===== src/rtl/dwpi_pkg.sv =====
// ----------------------------------------------------------------------------
// dwpi_pkg
// Shared types and constants of the dual wheel PI controller: register
// indexes, register width and the configuration bundle.
// ----------------------------------------------------------------------------
package dwpi_pkg;

	localparam int REG_WIDTH       = 15;
	localparam int CFG_INDEX_WIDTH = 3;

	localparam logic [CFG_INDEX_WIDTH-1:0] REG_ERROR_GAIN      = 3'd0;
	localparam logic [CFG_INDEX_WIDTH-1:0] REG_PREV_ERROR_GAIN = 3'd1;
	localparam logic [CFG_INDEX_WIDTH-1:0] REG_PLANT_POLE      = 3'd2;
	localparam logic [CFG_INDEX_WIDTH-1:0] REG_PLANT_GAIN      = 3'd3;
	localparam logic [CFG_INDEX_WIDTH-1:0] REG_SPEED_LIMIT     = 3'd4;
	localparam logic [CFG_INDEX_WIDTH-1:0] REG_VOLTAGE_LIMIT   = 3'd5;

	localparam logic [REG_WIDTH-1:0] RST_ERROR_GAIN      = 15'd5106;
	localparam logic [REG_WIDTH-1:0] RST_PREV_ERROR_GAIN = 15'd1799;
	localparam logic [REG_WIDTH-1:0] RST_PLANT_POLE      = 15'd9252;
	localparam logic [REG_WIDTH-1:0] RST_PLANT_GAIN      = 15'd22725;
	localparam logic [REG_WIDTH-1:0] RST_SPEED_LIMIT     = 15'd8581;
	localparam logic [REG_WIDTH-1:0] RST_VOLTAGE_LIMIT   = 15'd3072;

	typedef struct packed {
		logic [REG_WIDTH-1:0] error_gain;
		logic [REG_WIDTH-1:0] prev_error_gain;
		logic [REG_WIDTH-1:0] plant_pole;
		logic [REG_WIDTH-1:0] plant_gain;
		logic [REG_WIDTH-1:0] speed_limit;
		logic [REG_WIDTH-1:0] voltage_limit;
	} dwpi_cfg_t;

endpackage


===== src/rtl/dwpi_wheel.sv =====
// ----------------------------------------------------------------------------
// dwpi_wheel
// One wheel: reference clamp, incremental PI drive update and first-order
// motor model, with the per-wheel state registers that also serve as the
// result registers.
// ----------------------------------------------------------------------------
module dwpi_wheel #(
	parameter int SAMPLE_WIDTH   = 16,
	parameter int COEF_FRAC_BITS = 14
) (
	input  logic                           clk,
	input  logic                           arst_n,
	input  dwpi_pkg::dwpi_cfg_t            cfg,
	input  logic                           en,
	input  logic signed [SAMPLE_WIDTH-1:0] ref_speed,
	input  logic signed [SAMPLE_WIDTH-1:0] meas_speed,
	output logic signed [SAMPLE_WIDTH-1:0] drive,
	output logic signed [SAMPLE_WIDTH-1:0] model
);
	import dwpi_pkg::*;

	localparam int PW = SAMPLE_WIDTH + 19;
	localparam int MW = SAMPLE_WIDTH + 17;
	localparam logic signed [PW-1:0] RND  = {{(PW-1){1'b0}}, 1'b1} << (COEF_FRAC_BITS-1);
	localparam logic signed [PW-1:0] SMAX =
		{{(PW-SAMPLE_WIDTH+1){1'b0}}, {(SAMPLE_WIDTH-1){1'b1}}};
	localparam logic signed [PW-1:0] SMIN = ~SMAX;

	logic signed [SAMPLE_WIDTH:0]   last_err_q;
	logic signed [SAMPLE_WIDTH-1:0] last_drive_q;
	logic signed [SAMPLE_WIDTH-1:0] last_model_q;

	logic signed [SAMPLE_WIDTH-1:0] ref_clamped;
	logic signed [SAMPLE_WIDTH:0]   err;
	logic signed [MW-1:0]           p_err;
	logic signed [MW-1:0]           p_last_err;
	logic signed [MW-1:0]           p_model;
	logic signed [MW-1:0]           p_drive;
	logic signed [PW-1:0]           drv_sum;
	logic signed [PW-1:0]           mdl_sum;
	logic signed [PW-1:0]           drv_full;
	logic signed [PW-1:0]           mdl_full;
	logic signed [SAMPLE_WIDTH-1:0] drive_next;
	logic signed [SAMPLE_WIDTH-1:0] model_next;

	function automatic logic signed [PW-1:0] sat_clamp(
		input logic signed [PW-1:0] v,
		input logic [REG_WIDTH-1:0] lim
	);
		logic signed [PW-1:0] s;
		logic signed [PW-1:0] l;
		s = v;
		l = $signed({{(PW-REG_WIDTH){1'b0}}, lim});
		if (s > SMAX)
			s = SMAX;
		else if (s < SMIN)
			s = SMIN;
		if (s > l)
			s = l;
		else if (s < -l)
			s = -l;
		return s;
	endfunction

	always_comb begin
		ref_clamped = SAMPLE_WIDTH'(sat_clamp(PW'(ref_speed), cfg.speed_limit));
		err         = (SAMPLE_WIDTH+1)'(ref_clamped) - (SAMPLE_WIDTH+1)'(meas_speed);

		p_err      = MW'($signed({1'b0, cfg.error_gain})) * MW'(err);
		p_last_err = MW'($signed({1'b0, cfg.prev_error_gain})) * MW'(last_err_q);
		p_model    = MW'($signed({1'b0, cfg.plant_pole})) * MW'(last_model_q);
		p_drive    = MW'($signed({1'b0, cfg.plant_gain})) * MW'(last_drive_q);

		drv_sum  = PW'(p_err) - PW'(p_last_err) + RND;
		drv_full = (drv_sum >>> COEF_FRAC_BITS) + PW'(last_drive_q);
		mdl_sum  = PW'(p_model) + PW'(p_drive) + RND;
		mdl_full = mdl_sum >>> COEF_FRAC_BITS;

		drive_next = SAMPLE_WIDTH'(sat_clamp(drv_full, cfg.voltage_limit));
		model_next = SAMPLE_WIDTH'(sat_clamp(mdl_full, cfg.speed_limit));
	end

	always_ff @(posedge clk or negedge arst_n) begin
		if (!arst_n) begin
			last_err_q   <= '0;
			last_drive_q <= '0;
			last_model_q <= '0;
		end else if (en) begin
			last_err_q   <= err;
			last_drive_q <= drive_next;
			last_model_q <= model_next;
		end
	end

	assign drive = last_drive_q;
	assign model = last_model_q;

endmodule


===== config.mk =====
export PLATFORM = sky130hd
export DESIGN_NAME = dwpi_wheel
export DESIGN_NICKNAME = d
export VERILOG_FILES = /design/src/rtl/dwpi_pkg.sv /design/src/rtl/dwpi_wheel.sv
export SDC_FILE = /design/constraint.sdc
export NUM_CORES = 2
export LEC_CHECK = 0
export BUFFER_PORTS_ARGS = -buffer_cell sky130_fd_sc_hd__buf_2
export CORE_ASPECT_RATIO = 0.9
export CORE_UTILIZATION = 60
export CTS_CLUSTER_SIZE = 20
export DETAILED_ROUTE_END_ITERATION = 12
export PLACE_DENSITY = 0.8
export SYNTH_ARGS = -nofsm -noshare
export SYNTH_HDL_FRONTEND = slang
export SYNTH_SLANG_ARGS = --single-unit

===== constraint.sdc =====
create_clock -name clk -period 39.3 [get_ports clk]
set_input_delay 1.965 -clock clk [delete_from_list [all_inputs] [get_ports clk]]
set_output_delay 1.965 -clock clk [all_outputs]
set_load 0.03 [all_outputs]

==> impl_metrics.ini <==
[outcome]
status = complete, no violations

[final_layout]
drive_gt1_frac = 0.04784
utilization = 0.6301
area_growth_pct = 3.667
fin_cells = 6032
nets = 6762
final_cell_mix = 1,168 x inv_1, 1,001 x fa_1, 578 x ha_1, 541 x nand2_1, 517 x and2_1
num-fill-cells = 6203
mostFrequentLayoutCell = inv_1

[clock_tree]
post_cts_buffers = 0
clk_pin_slew_ns = 0.09
clk_path_buf_depth = 2
clkSinkCount = 49
cts_max_level = 2
cts_made_buffers = 5
clkLatencyLatePin_ns = 0.35
cts-root-buf = clkbuf_16
cts_tree = yes
cts_resized = 0
cts_hold_buf = 0

[detailed_routing]
initialDrtViolationCount = 2550
ant_nets = 0
post_drt_wl_per_cell_um = 19.04
routed_wirelength_um = 114900
viasPerCell = 5.746
drc = 0
dr.pass1.iters = 6
vias = 34660

[synthesis]
yosysWarnings = 0
synth_fp_nets = 6770
seq_area_frac_synth = 0.02694
ys_ff_latch = 49
synth_area_mm2 = 0.04552
synth_cell_types = 75
synth.avg_cell_area_um2 = 8.985
syn_inst = 5066
synth_edf_count = 0
synth_flop_cell = dfrtp_1
synth-async-reset-ratio = 1.000

[setup_path]
crit_fanout = 33
path_class = in2reg
arrival_ns = 23.80
timing.critical_path.required_ns = 39.49
critPathLaunchType = input port
r2r_slack_ns = 24.60
cpMaxStageDelayCell = mux2i_4
cpPeakStageDelay_ns = 0.98
end_kind = flip-flop

[sta]
max_slew_margin = 0.1838
tns_ns = 0
hold_viol = 0
min_period_ns = 23.61
worst_slew_pin_slew_ns = 1.223
fmax_mhz = 42.35
hold-worst-slack_ns = 0.7603
drv_slew = 0
rsz0062_at_grt = no
setup_viol = 0
fin_crit_sh = 0.6008
finalClockSkew_ns = 0.007199

[global_routing]
grt_max_degree = 74
grt_usage = 0.3153
grt.overflow.total = 0
grt_pass1_vias = 36910
grt_pass1_wl_um = 192400
antenna_found_initial = 3

[min_path]
hold_class = reg2reg

[place]
dpl.hpwl_um = 98030
dp.cells = 6021
place_congestion = 1.037
io_buffers = 156

[floorplanning]
start_util = 0.6079
rows = 95
fp.dieH_um = 263.3
dieArea_mm2 = 0.07697
io_pins = 157
die_x_um = 292.3
core-area_mm2 = 0.07488

[job]
cap_viol_max_count = 0
==> worst max-delay path: cells and delay by family <==
family | cells | cell delay (ns)
multiplexers | 4 | 1.82
buffers and inverters | 10 | 1.15
AND/OR/NAND/NOR | 16 | 4.67
adder cells (fa/ha/maj) | 15 | 6.46
AO/OA/AOI/OAI | 29 | 7.14
XOR/XNOR | 2 | 0.58
==> state kept, by name, indices dropped and copies added (netlist names) <==
register / count
drive: 16
last_err_q: 17
model: 16
==> metal layers <==
layer | part of all wire | up-vias | wire, um | global-route usage
met4 | 0.030 | 0 | 3496 | 0.09551
li1 | - | 15470 | - | -
met1 | 0.42 | 17640 | 48550 | 0.4466
met2 | 0.47 | 1352 | 54210 | 0.5070
met5 | 0 | - | 0 | 0
met3 | 0.075 | 205 | 8608 | 0.04213
==> Yosys cell counts, drive strengths merged, types with 6 or more instances <==
library cell,instances,area share
inv,1168,0.096
fa,1001,0.44
ha,578,0.16
nand2,541,0.045
and2,518,0.071
clkbuf,188,0.016
nor2,135,0.011
o21ai,104,0.011
a21oi,100,0.011
xnor2,70,0.013
a21o,51,0.0084
dfrtp,49,0.027
nor2b,39,0.0054
nor3,39,0.0043
nand2b,36,0.0049
o21a,36,0.0059
nand4,33,0.0045
nand3,30,0.0033
a31oi,25,0.0034
mux2,22,0.0054
mux2i,22,0.0048
nor4,22,0.0030
xor2,20,0.0038
o211ai,18,0.0031
a211oi,16,0.0027
o21bai,14,0.0023
nor3b,13,0.0021
and3,12,0.0016
buf,12,0.0016
or3,12,0.0016
o221ai,10,0.0019
a2111oi,9,0.0017
a21boi,9,0.0015
o2111ai,9,0.0017
o22ai,8,0.0011
o31ai,8,0.0013
a211o,7,0.0013
a221oi,7,0.0013
a311oi,7,0.0013
o31a,7,0.0013
a221o,6,0.0013
==> layout make-up <==
cell class	instances	area [um^2]	share of cell area
inverter	1170	4392	0.09307
clock buffer	6	128.9	0.002731
timing repair buffer	185	998.5	0.02116
tap	970	1214	0.02572
clock inverter	2	38.79	0.0008220
multi-input combinational	3647	39180	0.8304
sequential	49	1226	0.02599
antenna	3	7.507	0.0001591
==> cells by family (layout without fill, tap and decap cells) <==
kind of cell / count (synthesis) / count (layout) / synth area share
mux: 44 / 44 / 0.01028
simple gates: 1448 / 1448 / 0.1611
xor+xnor: 90 / 90 / 0.01732
buf+inv: 1370 / 1363 / 0.1136
fa+ha+maj: 1579 / 1579 / 0.5991
other cells: 0 / 3 / 0
flops: 49 / 49 / 0.02694
compound gates: 486 / 486 / 0.07172
==> stage by stage <==
stage	setup slack, ns	instance area, um^2
after global routing	14.31	47190
after CTS	16.10	47180
after detailed placement	15.81	47010
after global placement	16.23	47010
after floorplan	18.69	45520
final	15.69	47190
==> worst paths after layout <==
check / from / to / depth (start not counted)
worst min register to register: last_err_q[12] / last_err_q[12] / 2
worst min-delay path: last_err_q[12] / last_err_q[12] / 2
max in group asynchronous: arst_n / model[9] / 2
worst max register to register: last_err_q[8] / drive[15] / 47
worst max-delay path: cfg[16] / drive[15] / 76
min in group asynchronous: arst_n / last_err_q[5] / 2
Power is not shown: default switching activity piles up to over one toggle a cycle in this logic, so the estimate is an artifact.
